--- config.mk ---
export PLATFORM = sky130hd
export DESIGN_NAME = complex_gemm_dot_accumulate
export DESIGN_NICKNAME = d
export VERILOG_FILES = /design/src/hw/rtl/cgda_pkg.sv /design/src/hw/rtl/cgda_front.sv /design/src/hw/rtl/cgda_back.sv /design/src/hw/rtl/complex_gemm_dot_accumulate.sv
export SDC_FILE = /design/constraint.sdc
export NUM_CORES = 2
export LEC_CHECK = 0
export ABC_AREA = 0
export BUFFER_PORTS_ARGS = -buffer_cell sky130_fd_sc_hd__buf_2
export CORE_UTILIZATION = 50
export CTS_CLUSTER_DIAMETER = 60
export CTS_CLUSTER_SIZE = 16
export DETAILED_ROUTE_END_ITERATION = 8
export PLACE_DENSITY = 0.66
export REMOVE_ABC_BUFFERS = 1
export SYNTH_ARGS = -nofsm -noshare
export SYNTH_HDL_FRONTEND = slang
export SYNTH_SLANG_ARGS = --single-unit
--- constraint.sdc ---
create_clock -name i_clk -period 25.9 [get_ports i_clk]
set_clock_uncertainty 0.05 [all_clocks]
set_input_delay 2.59 -clock i_clk [delete_from_list [all_inputs] [get_ports i_clk]]
set_output_delay 2.59 -clock i_clk [all_outputs]
set_load 0.1 [all_outputs]
--- src/hw/rtl/cgda_pkg.sv ---
package cgda_pkg;

    localparam int CFG_INDEX_W = 2;

    typedef enum logic [CFG_INDEX_W-1:0] {
        REG_ALPHA_RE  = 2'd0,
        REG_ALPHA_IM  = 2'd1,
        REG_CONJ_MODE = 2'd2
    } t_cfg_reg;

    localparam int CONJ_W     = 2;
    localparam int CONJ_B_BIT = 0;
    localparam int CONJ_A_BIT = 1;

    localparam int QUEUE_DEPTH = 2;
    localparam int QPTR_W      = 1;
    localparam int QCNT_W      = 2;

    localparam int STEP_W      = 3;
    localparam int TERM_STEPS  = 4;
    localparam int FINAL_STEPS = 8;

    typedef enum logic [2:0] {
        ST_IDLE,
        ST_TERM,
        ST_TDRAIN,
        ST_FINAL,
        ST_FDRAIN,
        ST_ROUND
    } t_state;

    typedef enum logic [1:0] {
        DST_ACC_RE,
        DST_ACC_IM,
        DST_FIN_RE,
        DST_FIN_IM
    } t_prod_dst;

    typedef struct packed {
        logic      valid;
        t_prod_dst dst;
        logic      neg;
        logic      hi;
    } t_prod_op;

endpackage

--- src/hw/rtl/cgda_front.sv ---
module cgda_front #(
    parameter int DATA_WIDTH = 16
) (
    input  logic                           i_clk,
    input  logic                           i_rst_n,
    input  logic                           i_push,
    output logic                           o_full,
    input  logic signed [DATA_WIDTH-1:0]   i_a_re,
    input  logic signed [DATA_WIDTH-1:0]   i_a_im,
    input  logic signed [DATA_WIDTH-1:0]   i_b_re,
    input  logic signed [DATA_WIDTH-1:0]   i_b_im,
    input  logic signed [DATA_WIDTH-1:0]   i_c_re,
    input  logic signed [DATA_WIDTH-1:0]   i_c_im,
    input  logic                           i_last,
    input  logic [cgda_pkg::CONJ_W-1:0]    i_conj_mode,
    output logic                           o_q_valid,
    input  logic                           i_q_pop,
    output logic signed [DATA_WIDTH:0]     o_q_ar,
    output logic signed [DATA_WIDTH:0]     o_q_ai,
    output logic signed [DATA_WIDTH:0]     o_q_br,
    output logic signed [DATA_WIDTH:0]     o_q_bi,
    output logic signed [DATA_WIDTH-1:0]   o_q_cre,
    output logic signed [DATA_WIDTH-1:0]   o_q_cim,
    output logic                           o_q_last
);

    logic signed [DATA_WIDTH:0]   r_ar   [cgda_pkg::QUEUE_DEPTH];
    logic signed [DATA_WIDTH:0]   r_ai   [cgda_pkg::QUEUE_DEPTH];
    logic signed [DATA_WIDTH:0]   r_br   [cgda_pkg::QUEUE_DEPTH];
    logic signed [DATA_WIDTH:0]   r_bi   [cgda_pkg::QUEUE_DEPTH];
    logic signed [DATA_WIDTH-1:0] r_cre  [cgda_pkg::QUEUE_DEPTH];
    logic signed [DATA_WIDTH-1:0] r_cim  [cgda_pkg::QUEUE_DEPTH];
    logic                         r_last [cgda_pkg::QUEUE_DEPTH];

    logic [cgda_pkg::QPTR_W-1:0] r_wr_ptr, n_wr_ptr;
    logic [cgda_pkg::QPTR_W-1:0] r_rd_ptr, n_rd_ptr;
    logic [cgda_pkg::QCNT_W-1:0] r_count, n_count;

    logic                       wr_en;
    logic                       rd_en;
    logic signed [DATA_WIDTH:0] a_im_x;
    logic signed [DATA_WIDTH:0] b_im_x;

    assign o_full    = (r_count == cgda_pkg::QCNT_W'(cgda_pkg::QUEUE_DEPTH));
    assign o_q_valid = (r_count != '0);
    assign wr_en     = i_push && !o_full;
    assign rd_en     = i_q_pop && o_q_valid;

    // The conjugate negation is made one bit wider so that negating the most
    // negative value stays exact.
    always_comb begin
        a_im_x = (DATA_WIDTH + 1)'(i_a_im);
        b_im_x = (DATA_WIDTH + 1)'(i_b_im);
        if (i_conj_mode[cgda_pkg::CONJ_A_BIT]) begin
            a_im_x = -a_im_x;
        end
        if (i_conj_mode[cgda_pkg::CONJ_B_BIT]) begin
            b_im_x = -b_im_x;
        end
    end

    always_comb begin
        n_wr_ptr = r_wr_ptr;
        n_rd_ptr = r_rd_ptr;
        n_count  = r_count;
        if (wr_en) begin
            n_wr_ptr = r_wr_ptr + 1'b1;
        end
        if (rd_en) begin
            n_rd_ptr = r_rd_ptr + 1'b1;
        end
        if (wr_en && !rd_en) begin
            n_count = r_count + 1'b1;
        end else if (rd_en && !wr_en) begin
            n_count = r_count - 1'b1;
        end
    end

    always_ff @(posedge i_clk) begin
        if (!i_rst_n) begin
            r_wr_ptr <= '0;
            r_rd_ptr <= '0;
            r_count  <= '0;
        end else begin
            r_wr_ptr <= n_wr_ptr;
            r_rd_ptr <= n_rd_ptr;
            r_count  <= n_count;
        end
    end

    always_ff @(posedge i_clk) begin
        if (wr_en) begin
            r_ar[r_wr_ptr]   <= (DATA_WIDTH + 1)'(i_a_re);
            r_ai[r_wr_ptr]   <= a_im_x;
            r_br[r_wr_ptr]   <= (DATA_WIDTH + 1)'(i_b_re);
            r_bi[r_wr_ptr]   <= b_im_x;
            r_cre[r_wr_ptr]  <= i_c_re;
            r_cim[r_wr_ptr]  <= i_c_im;
            r_last[r_wr_ptr] <= i_last;
        end
    end

    assign o_q_ar   = r_ar[r_rd_ptr];
    assign o_q_ai   = r_ai[r_rd_ptr];
    assign o_q_br   = r_br[r_rd_ptr];
    assign o_q_bi   = r_bi[r_rd_ptr];
    assign o_q_cre  = r_cre[r_rd_ptr];
    assign o_q_cim  = r_cim[r_rd_ptr];
    assign o_q_last = r_last[r_rd_ptr];

    a_count_bound: assert property (@(posedge i_clk) disable iff (!i_rst_n)
        r_count <= cgda_pkg::QCNT_W'(cgda_pkg::QUEUE_DEPTH))
        else $error("front queue count exceeds its depth");

endmodule

--- src/hw/rtl/cgda_back.sv ---
module cgda_back #(
    parameter int DATA_WIDTH = 16,
    parameter int ACC_WIDTH  = 48
) (
    input  logic                           i_clk,
    input  logic                           i_rst_n,
    input  logic signed [DATA_WIDTH-1:0]   i_alpha_re,
    input  logic signed [DATA_WIDTH-1:0]   i_alpha_im,
    input  logic                           i_q_valid,
    output logic                           o_q_pop,
    input  logic signed [DATA_WIDTH:0]     i_q_ar,
    input  logic signed [DATA_WIDTH:0]     i_q_ai,
    input  logic signed [DATA_WIDTH:0]     i_q_br,
    input  logic signed [DATA_WIDTH:0]     i_q_bi,
    input  logic signed [DATA_WIDTH-1:0]   i_q_cre,
    input  logic signed [DATA_WIDTH-1:0]   i_q_cim,
    input  logic                           i_q_last,
    output logic                           o_empty,
    input  logic                           i_pop,
    output logic signed [DATA_WIDTH-1:0]   o_out_re,
    output logic signed [DATA_WIDTH-1:0]   o_out_im,
    output logic                           o_saturated
);

    localparam int LO_W  = ACC_WIDTH / 2;
    localparam int MA_W  = (DATA_WIDTH > LO_W) ? DATA_WIDTH + 1 : LO_W + 1;
    localparam int MB_W  = DATA_WIDTH + 1;
    localparam int PW    = MA_W + MB_W;
    localparam int SHIFT = 2 * DATA_WIDTH - 2;
    localparam int FW    = ((ACC_WIDTH + DATA_WIDTH > 3 * DATA_WIDTH - 2) ?
                            ACC_WIDTH + DATA_WIDTH : 3 * DATA_WIDTH - 2) + 2;
    localparam logic [FW-1:0] HALF = {{(FW - SHIFT){1'b0}}, 1'b1, {(SHIFT - 1){1'b0}}};
    localparam logic [DATA_WIDTH-1:0] OUT_MAX = {1'b0, {(DATA_WIDTH - 1){1'b1}}};
    localparam logic [DATA_WIDTH-1:0] OUT_MIN = {1'b1, {(DATA_WIDTH - 1){1'b0}}};

    cgda_pkg::t_state               r_state, n_state;
    logic [cgda_pkg::STEP_W-1:0]    r_step, n_step;
    cgda_pkg::t_prod_op             r_op, issue_op;

    logic signed [DATA_WIDTH:0]     r_ar, r_ai, r_br, r_bi;
    logic                           r_last;
    logic signed [ACC_WIDTH-1:0]    r_acc_re, n_acc_re;
    logic signed [ACC_WIDTH-1:0]    r_acc_im, n_acc_im;
    logic signed [FW-1:0]           r_fin_re, n_fin_re;
    logic signed [FW-1:0]           r_fin_im, n_fin_im;
    logic signed [PW-1:0]           r_prod;

    logic                           r_out_full;
    logic signed [DATA_WIDTH-1:0]   r_out_re, r_out_im;
    logic                           r_out_sat;

    logic signed [MA_W-1:0]         mul_a;
    logic signed [MB_W-1:0]         mul_b;
    logic                           item_load;
    logic                           acc_clear;
    logic                           out_load;
    logic                           out_free;

    logic signed [MA_W-1:0]         are_hi, are_lo, aim_hi, aim_lo;
    logic signed [MB_W-1:0]         alr, ali;
    logic signed [ACC_WIDTH-1:0]    prod_acc;
    logic signed [FW-1:0]           prod_fin;
    logic signed [FW-1:0]           sum_re, sum_im;
    logic [DATA_WIDTH-1:0]          rnd_re, rnd_im;
    logic                           clip_re, clip_im;

    assign out_free = !r_out_full || i_pop;

    assign are_hi = MA_W'(signed'(r_acc_re[ACC_WIDTH-1:LO_W]));
    assign aim_hi = MA_W'(signed'(r_acc_im[ACC_WIDTH-1:LO_W]));
    assign are_lo = MA_W'(signed'({1'b0, r_acc_re[LO_W-1:0]}));
    assign aim_lo = MA_W'(signed'({1'b0, r_acc_im[LO_W-1:0]}));
    assign alr    = MB_W'(i_alpha_re);
    assign ali    = MB_W'(i_alpha_im);

    always_comb begin
        n_state = r_state;
        n_step  = r_step;
        case (r_state)
            cgda_pkg::ST_IDLE: begin
                if (i_q_valid) begin
                    n_state = cgda_pkg::ST_TERM;
                    n_step  = '0;
                end
            end
            cgda_pkg::ST_TERM: begin
                if (r_step == cgda_pkg::STEP_W'(cgda_pkg::TERM_STEPS - 1)) begin
                    n_state = cgda_pkg::ST_TDRAIN;
                end else begin
                    n_step = r_step + 1'b1;
                end
            end
            cgda_pkg::ST_TDRAIN: begin
                n_step = '0;
                if (r_last) begin
                    n_state = cgda_pkg::ST_FINAL;
                end else begin
                    n_state = cgda_pkg::ST_IDLE;
                end
            end
            cgda_pkg::ST_FINAL: begin
                if (r_step == cgda_pkg::STEP_W'(cgda_pkg::FINAL_STEPS - 1)) begin
                    n_state = cgda_pkg::ST_FDRAIN;
                end else begin
                    n_step = r_step + 1'b1;
                end
            end
            cgda_pkg::ST_FDRAIN: begin
                n_state = cgda_pkg::ST_ROUND;
            end
            cgda_pkg::ST_ROUND: begin
                if (out_free) begin
                    n_state = cgda_pkg::ST_IDLE;
                end
            end
            default: begin
                n_state = cgda_pkg::ST_IDLE;
            end
        endcase
    end

    // Each step issues one partial product; it is added in the next cycle.
    always_comb begin
        item_load = 1'b0;
        acc_clear = 1'b0;
        out_load  = 1'b0;
        mul_a     = '0;
        mul_b     = '0;
        issue_op  = '{valid: 1'b0, dst: cgda_pkg::DST_ACC_RE, neg: 1'b0, hi: 1'b0};
        case (r_state)
            cgda_pkg::ST_IDLE: begin
                item_load = i_q_valid;
            end
            cgda_pkg::ST_TERM: begin
                issue_op.valid = 1'b1;
                case (r_step)
                    3'd0: begin
                        mul_a = MA_W'(r_ar);
                        mul_b = r_br;
                    end
                    3'd1: begin
                        mul_a        = MA_W'(r_ai);
                        mul_b        = r_bi;
                        issue_op.neg = 1'b1;
                    end
                    3'd2: begin
                        mul_a        = MA_W'(r_ai);
                        mul_b        = r_br;
                        issue_op.dst = cgda_pkg::DST_ACC_IM;
                    end
                    default: begin
                        mul_a        = MA_W'(r_ar);
                        mul_b        = r_bi;
                        issue_op.dst = cgda_pkg::DST_ACC_IM;
                    end
                endcase
            end
            cgda_pkg::ST_FINAL: begin
                issue_op.valid = 1'b1;
                issue_op.hi    = !r_step[0];
                acc_clear = (r_step == cgda_pkg::STEP_W'(cgda_pkg::FINAL_STEPS - 1));
                case (r_step)
                    3'd0: begin
                        mul_a        = are_hi;
                        mul_b        = alr;
                        issue_op.dst = cgda_pkg::DST_FIN_RE;
                    end
                    3'd1: begin
                        mul_a        = are_lo;
                        mul_b        = alr;
                        issue_op.dst = cgda_pkg::DST_FIN_RE;
                    end
                    3'd2: begin
                        mul_a        = aim_hi;
                        mul_b        = ali;
                        issue_op.dst = cgda_pkg::DST_FIN_RE;
                        issue_op.neg = 1'b1;
                    end
                    3'd3: begin
                        mul_a        = aim_lo;
                        mul_b        = ali;
                        issue_op.dst = cgda_pkg::DST_FIN_RE;
                        issue_op.neg = 1'b1;
                    end
                    3'd4: begin
                        mul_a        = aim_hi;
                        mul_b        = alr;
                        issue_op.dst = cgda_pkg::DST_FIN_IM;
                    end
                    3'd5: begin
                        mul_a        = aim_lo;
                        mul_b        = alr;
                        issue_op.dst = cgda_pkg::DST_FIN_IM;
                    end
                    3'd6: begin
                        mul_a        = are_hi;
                        mul_b        = ali;
                        issue_op.dst = cgda_pkg::DST_FIN_IM;
                    end
                    default: begin
                        mul_a        = are_lo;
                        mul_b        = ali;
                        issue_op.dst = cgda_pkg::DST_FIN_IM;
                    end
                endcase
            end
            cgda_pkg::ST_ROUND: begin
                out_load = out_free;
            end
            default: begin
                item_load = 1'b0;
            end
        endcase
    end

    assign o_q_pop = item_load;

    always_comb begin
        prod_acc = ACC_WIDTH'(r_prod);
        prod_fin = FW'(r_prod);
        if (r_op.hi) begin
            prod_fin = prod_fin <<< LO_W;
        end
        n_acc_re = r_acc_re;
        n_acc_im = r_acc_im;
        n_fin_re = r_fin_re;
        n_fin_im = r_fin_im;
        if (item_load) begin
            n_fin_re = FW'(i_q_cre) <<< SHIFT;
            n_fin_im = FW'(i_q_cim) <<< SHIFT;
        end
        if (r_op.valid) begin
            case (r_op.dst)
                cgda_pkg::DST_ACC_RE: begin
                    n_acc_re = r_op.neg ? r_acc_re - prod_acc : r_acc_re + prod_acc;
                end
                cgda_pkg::DST_ACC_IM: begin
                    n_acc_im = r_op.neg ? r_acc_im - prod_acc : r_acc_im + prod_acc;
                end
                cgda_pkg::DST_FIN_RE: begin
                    n_fin_re = r_op.neg ? r_fin_re - prod_fin : r_fin_re + prod_fin;
                end
                default: begin
                    n_fin_im = r_op.neg ? r_fin_im - prod_fin : r_fin_im + prod_fin;
                end
            endcase
        end
        if (acc_clear) begin
            n_acc_re = '0;
            n_acc_im = '0;
        end
    end

    always_comb begin
        sum_re  = r_fin_re + signed'(HALF);
        sum_im  = r_fin_im + signed'(HALF);
        clip_re = !(&sum_re[FW-1:SHIFT+DATA_WIDTH-1] || !(|sum_re[FW-1:SHIFT+DATA_WIDTH-1]));
        clip_im = !(&sum_im[FW-1:SHIFT+DATA_WIDTH-1] || !(|sum_im[FW-1:SHIFT+DATA_WIDTH-1]));
        rnd_re  = sum_re[SHIFT+DATA_WIDTH-1:SHIFT];
        rnd_im  = sum_im[SHIFT+DATA_WIDTH-1:SHIFT];
        if (clip_re) begin
            rnd_re = sum_re[FW-1] ? OUT_MIN : OUT_MAX;
        end
        if (clip_im) begin
            rnd_im = sum_im[FW-1] ? OUT_MIN : OUT_MAX;
        end
    end

    always_ff @(posedge i_clk) begin
        if (!i_rst_n) begin
            r_state    <= cgda_pkg::ST_IDLE;
            r_step     <= '0;
            r_op       <= '{valid: 1'b0, dst: cgda_pkg::DST_ACC_RE, neg: 1'b0, hi: 1'b0};
            r_acc_re   <= '0;
            r_acc_im   <= '0;
            r_out_full <= 1'b0;
        end else begin
            r_state  <= n_state;
            r_step   <= n_step;
            r_op     <= issue_op;
            r_acc_re <= n_acc_re;
            r_acc_im <= n_acc_im;
            if (out_load) begin
                r_out_full <= 1'b1;
            end else if (i_pop) begin
                r_out_full <= 1'b0;
            end
        end
    end

    always_ff @(posedge i_clk) begin
        r_prod   <= mul_a * mul_b;
        r_fin_re <= n_fin_re;
        r_fin_im <= n_fin_im;
        if (item_load) begin
            r_ar   <= i_q_ar;
            r_ai   <= i_q_ai;
            r_br   <= i_q_br;
            r_bi   <= i_q_bi;
            r_last <= i_q_last;
        end
        if (out_load) begin
            r_out_re  <= signed'(rnd_re);
            r_out_im  <= signed'(rnd_im);
            r_out_sat <= clip_re || clip_im;
        end
    end

    assign o_empty     = !r_out_full;
    assign o_out_re    = r_out_re;
    assign o_out_im    = r_out_im;
    assign o_saturated = r_out_sat;

    a_acc_cleared: assert property (@(posedge i_clk) disable iff (!i_rst_n)
        (r_state == cgda_pkg::ST_FDRAIN) |-> (r_acc_re == '0 && r_acc_im == '0))
        else $error("accumulator not cleared after the final sum");

    a_pop_valid: assert property (@(posedge i_clk) disable iff (!i_rst_n)
        o_q_pop |-> i_q_valid)
        else $error("front queue popped while empty");

    a_out_slot: assert property (@(posedge i_clk) disable iff (!i_rst_n)
        out_load |-> (!r_out_full || i_pop))
        else $error("result slot overwritten");

    a_term_drain: assert property (@(posedge i_clk) disable iff (!i_rst_n)
        (r_state == cgda_pkg::ST_TDRAIN) |->
        (r_op.valid && r_op.dst == cgda_pkg::DST_ACC_IM))
        else $error("term drain without its last partial product");

    a_final_start: assert property (@(posedge i_clk) disable iff (!i_rst_n)
        (r_state == cgda_pkg::ST_FINAL && r_step == '0) |-> !r_op.valid)
        else $error("final sum started before the accumulator settled");

endmodule

--- src/hw/rtl/complex_gemm_dot_accumulate.sv ---
// Complex dot-product accumulator: each beat pushed in adds the product a*b
// (with a, b or both conjugated per conj_mode) into a complex accumulator of
// ACC_WIDTH bits per part, which wraps on overflow. A beat with last set also
// produces one result, c + alpha*acc rounded half up to Q(DATA_WIDTH-1) and
// saturated, and clears the accumulator. Beats land in a two-entry queue and
// are worked off by one shared multiplier, one partial product per cycle: a
// beat without last passes a load step, four term products and a drain
// step; a beat with last goes on with eight alpha products over the
// accumulator halves, a drain and a rounding step. The result waits in an
// output register until popped while further beats are taken; the rounding
// step is held for as long as that register still holds an earlier result.
// Configuration writes must only be issued while the block is idle.
module complex_gemm_dot_accumulate #(
    parameter int DATA_WIDTH = 16,
    parameter int ACC_WIDTH  = 48
) (
    input  logic                               i_clk,
    input  logic                               i_rst_n,
    input  logic                               push,
    output logic                               full,
    input  logic signed [DATA_WIDTH-1:0]       i_a_re,
    input  logic signed [DATA_WIDTH-1:0]       i_a_im,
    input  logic signed [DATA_WIDTH-1:0]       i_b_re,
    input  logic signed [DATA_WIDTH-1:0]       i_b_im,
    input  logic signed [DATA_WIDTH-1:0]       i_c_re,
    input  logic signed [DATA_WIDTH-1:0]       i_c_im,
    input  logic                               i_last,
    output logic                               empty,
    input  logic                               pop,
    output logic signed [DATA_WIDTH-1:0]       o_out_re,
    output logic signed [DATA_WIDTH-1:0]       o_out_im,
    output logic                               o_saturated,
    input  logic                               i_cfg_valid,
    output logic                               o_cfg_ready,
    input  logic [cgda_pkg::CFG_INDEX_W-1:0]   i_cfg_index,
    input  logic [DATA_WIDTH-1:0]              i_cfg_data
);

    localparam logic [DATA_WIDTH-1:0] ALPHA_RE_RESET = {1'b0, {(DATA_WIDTH - 1){1'b1}}};

    logic signed [DATA_WIDTH-1:0]      r_alpha_re;
    logic signed [DATA_WIDTH-1:0]      r_alpha_im;
    logic [cgda_pkg::CONJ_W-1:0]       r_conj_mode;

    logic                              q_valid;
    logic                              q_pop;
    logic signed [DATA_WIDTH:0]        q_ar, q_ai, q_br, q_bi;
    logic signed [DATA_WIDTH-1:0]      q_cre, q_cim;
    logic                              q_last;

    assign o_cfg_ready = 1'b1;

    always_ff @(posedge i_clk) begin
        if (!i_rst_n) begin
            r_alpha_re  <= signed'(ALPHA_RE_RESET);
            r_alpha_im  <= '0;
            r_conj_mode <= '0;
        end else if (i_cfg_valid && o_cfg_ready) begin
            case (i_cfg_index)
                cgda_pkg::REG_ALPHA_RE:  r_alpha_re  <= signed'(i_cfg_data);
                cgda_pkg::REG_ALPHA_IM:  r_alpha_im  <= signed'(i_cfg_data);
                cgda_pkg::REG_CONJ_MODE: r_conj_mode <= i_cfg_data[cgda_pkg::CONJ_W-1:0];
                default: begin
                end
            endcase
        end
    end

    cgda_front #(
        .DATA_WIDTH (DATA_WIDTH)
    ) u_front (
        .i_clk       (i_clk),
        .i_rst_n     (i_rst_n),
        .i_push      (push),
        .o_full      (full),
        .i_a_re      (i_a_re),
        .i_a_im      (i_a_im),
        .i_b_re      (i_b_re),
        .i_b_im      (i_b_im),
        .i_c_re      (i_c_re),
        .i_c_im      (i_c_im),
        .i_last      (i_last),
        .i_conj_mode (r_conj_mode),
        .o_q_valid   (q_valid),
        .i_q_pop     (q_pop),
        .o_q_ar      (q_ar),
        .o_q_ai      (q_ai),
        .o_q_br      (q_br),
        .o_q_bi      (q_bi),
        .o_q_cre     (q_cre),
        .o_q_cim     (q_cim),
        .o_q_last    (q_last)
    );

    cgda_back #(
        .DATA_WIDTH (DATA_WIDTH),
        .ACC_WIDTH  (ACC_WIDTH)
    ) u_back (
        .i_clk       (i_clk),
        .i_rst_n     (i_rst_n),
        .i_alpha_re  (r_alpha_re),
        .i_alpha_im  (r_alpha_im),
        .i_q_valid   (q_valid),
        .o_q_pop     (q_pop),
        .i_q_ar      (q_ar),
        .i_q_ai      (q_ai),
        .i_q_br      (q_br),
        .i_q_bi      (q_bi),
        .i_q_cre     (q_cre),
        .i_q_cim     (q_cim),
        .i_q_last    (q_last),
        .o_empty     (empty),
        .i_pop       (pop),
        .o_out_re    (o_out_re),
        .o_out_im    (o_out_im),
        .o_saturated (o_saturated)
    );

endmodule
==> summary.md <==
| Metric | Value |
|---|---|
| Status | completed |
| Fin crit share | about 38% |
| Pwr dens | about 130 nW/um2 |
| CP Class | flip-flop to flip-flop |
| Layout cells sized above 1 | around 8.8% |
| Pint | around 3.7 mW |
| Max VDD drop | between 0.00009 and 0.0001 V |
| Row count | between 100 and 150 |
| Fin nets | 7,096 |
| CP arrival | 10.26 ns |
| I/O Buffers | between 150 and 200 |
| Yosys top cell by area | edfxtp_1 |
| DR vias | roughly 46,000 |
| Req. time, crit path | 26.42 ns |
| Synthesized area | 55,000 um2 |
| Clk_lat worst skew | 0.68 ns |
| CTS Buffer Depth | 3 |
| Gp weighted congestion | 0.993 |
| Ys async rst share | 0% |
| Final Hold Viols | 0 |
| Initial Util | slightly above 50% |
| Psw | around 3.8 mW |
| Sw frac | 50.8% |
| Initial antenna violation count | 3 |
| Setup TNS | 0 ns |
| Synthesis-to-layout area growth | 8.47% |
| Top cell by count, worst path | fa_1 |
| Congestion Overflow GR | 0 |
| #FFs+latches synth | about 620 |
| CORE AREA | 109,000 um2 |
| Rel. slew slack | between 10% and 20% |
| Number of global-route vias before repair | 45,042 |
| First-pass GRT wire length | around 270 mm |
| Yosys top cell area share | around 16% |
| CP endpoint kind | flip-flop |
| Hold_sp | u_back.r_fin_re[27]$_DFF_P_ |
| Worst Tran Pin Value | about 1.3 ns |
| Post-CTS Setup Repair Bufs | 0 |
| Die outline width | roughly 330 um |
| Final wirelength | roughly 170 mm |
| Fill count | approximately 10,000 |
| Combinational share of power | between 60% and 70% |
| Post-DRT Antenna Nets | 0 |
| TritonRoute pass-1 iters | 7 |
| DRT iter0 DRCs | approximately 4,300 |
| CTS Buf Count | slightly below 80 |
| DP HPWL | about 140 mm |
| YS warnings | 0 |
| Cts hold-fix bufs | 0 |
| Part of the power in the clock network | between 15 and 20% |
| Fin cells | 7,700 |
| Reg-to-Reg Start | u_back.r_step[0]$_SDFFE_PN0P_ |
| Drt wl/cell | 22.7 um |
| CP peak stage delay | between 0.6 and 0.7 ns |
| Max Cap Viol | 0 |
| Slowest CP cell | mux2_2 |
| Total GRT Usage | between 30% and 40% |
| H-tree levels | 3 |
| Max-slew violation count | 0 |
| Dominant synthesized flop cell | dfxtp_1 |
| Clock period minus worst slack | 9.74 ns |
| TritonCTS Sinks | between 600 and 700 |
| Cell variety after synth | just over 100 |
| CTS root buf | clkbuf_16 |
| TritonCTS clock tree | built |
| Final setup vio count | 0 |
| DP Cell Count | 7,552 |
| Worst hold path class | flip-flop to flip-flop |
| Vias per cell | 5.97 |
| Largest net degree at the start of global routing | 73 |
| Highest Clock Rate | ~0.1 GHz |
| Die H | roughly 330 um |
| CTS resizes | 0 |
| Area taken by multi-input logic gates | around 37,000 um2 |
| Die Area | approximately 110,000 um2 |
| Avg Cell Area, Syn | about 9 um2 |
| Flop pwr share | between 20% and 30% |
| Synth area leaders | edfxtp_1 (16%), fa_1 (15%), dfxtp_1 (12%) |
| Number of flops mapped to enable cells by yosys | around 300 |
| CP Launch Type | flip-flop |
| CP max FO | 25 |
| DRC errors left | 0 |
| P_leak | approximately 25 nW |
| RSZ-0062 raised after global routing | no |
| Worst Setup SP | u_back.r_step[0]$_SDFFE_PN0P_ |
| FF/Latch Area | approximately 15,000 um2 |
| Total I/O pin count | ~160 |
| Sequential area share after synthesis | 27.9% |
| Post-Synthesis Cells | slightly above 6,000 |
| Clock transition at the registers of the reported paths | around 0.080 ns |
==> per-stage QoR <==
stage | hold WS (ns) | instance area, um2 | utilization, % | power [mW] | setup slack [ns]
floorplan | 0.382 | 53700 | - | 4.86 | 16.46
global placement | 0.390 | 57000 | 52.2 | 6.24 | 16.62
detailed placement | 0.398 | 57000 | 52.2 | 6.28 | 16.40
CTS | 0.412 | 59700 | 54.7 | 7.46 | 16.29
global route | 0.431 | 59700 | 54.7 | 8.07 | 15.72
finish | 0.407 | 59700 | 54.7 | 7.51 | 16.16
==> state kept, by name (all words and copies together) (netlist names), 17 cells and up, named ones only <==
| register | count |
|---|---|
| u_front.r_br | 32 |
| u_back.r_bi | 17 |
| u_front.r_ar | 32 |
| u_back.r_ai | 17 |
| u_back.r_prod | 42 |
| u_back.r_acc_im | 48 |
| u_front.r_bi | 34 |
| u_back.r_fin_re | 66 |
| u_front.r_cre | 32 |
| u_front.r_cim | 32 |
| u_back.r_fin_im | 66 |
| u_back.r_acc_re | 48 |
| u_front.r_ai | 34 |
==> final timing paths <==
check | endpoint | slack, ns | cells after the start
worst max-delay path | u_back.r_prod[39]$_DFF_P_ | 16.16 | 30
worst min-delay path | u_back.r_fin_re[27]$_DFF_P_ | 0.41 | 2
worst max register to register | u_back.r_prod[39]$_DFF_P_ | 16.16 | 30
worst min register to register | u_back.r_fin_re[27]$_DFF_P_ | 0.41 | 2
==> area by class of cell <==
type	count	area share, %
sequential	619	25.8
multi-input combinational	4771	61.2
inverter	526	3.31
clock buffer	90	3.38
antenna	2	0.00839
clock inverter	56	1.17
tap	1414	2.96
timing repair buffer	222	2.15
==> logic make-up (layout without fill, tap and decap cells) <==
logic type                 Yosys count  count (layout)  synth area share, %
AOI/OAI and AO/OA                 1454            1454                 16.7
xor gates and xnor gates           400             400                 6.37
adders and majority gates          758             758                 23.0
buffers and inverters              848             894                 5.90
DFF                                619             619                 27.9
muxes                              191             191                 3.70
other                                1               3              0.00682
and+or+nand+nor                   1967            1967                 16.4
==> cells in the final DEF (no fill, tap or decap), types with 34 or more instances in the layout <==
master / count
a211oi_1: 39
a21o_1: 168
a21oi_1: 514
a31oi_1: 44
and2_1: 41
and3_1: 49
buf_2: 154
buf_4: 68
clkbuf_16: 79
dfxtp_1: 316
edfxtp_1: 298
fa_1: 420
ha_1: 338
inv_1: 524
mux2_2: 90
mux2i_1: 100
nand2_1: 700
nand2b_1: 63
nand3_1: 195
nand4_1: 77
nor2_1: 561
nor2b_1: 44
nor3_1: 71
o211ai_1: 65
o21a_1: 34
o21ai_0: 289
o21bai_1: 47
or2_2: 35
xnor2_1: 241
xor2_1: 159
==> cells in the mapped netlist (all sizes together), types with 65 or more instances <==
library cell and n:
a21o 168, a21oi 516, clkbuf 278, dfxtp 321
edfxtp 298, fa 420, ha 338, inv 525
mux2 90, mux2i 101, nand2 701, nand3 198
nand4 77, nor2 565, nor3 76, o211ai 65
o21ai 301, xnor2 241, xor2 159
==> power groups by stage <==
stage / sequential, mW / clock, mW / combinational (mW)
3_5_place_dp: 1.56 / 0 / 4.73
4_1_cts: 1.54 / 1.17 / 4.75
2_1_floorplan: 1.46 / 0 / 3.41
5_1_grt: 1.56 / 1.21 / 5.30
3_3_place_gp: 1.56 / 0 / 4.68
6_report: 1.55 / 1.15 / 4.81
==> layer usage <==
metal	vias up	part of all wire (%)	GRT usage (%)
met3	395	6.7	4.66
met4	2	5.2	14.3
met5	-	0.0063	0
met1	22321	42	40.0
met2	1684	46	51.6
li1	21545	-	-
==> critical path, delay by kind of cell (launching register included) <==
family	cells	cell delay (ns)
mux	1	0.66
buf+inv	5	0.45
xor+xnor	1	0.14
compound gates	12	3.37
simple gates	3	0.49
flops	1	0.41
fa+ha+maj	8	4.02
Power figures use the tool's default switching activity.
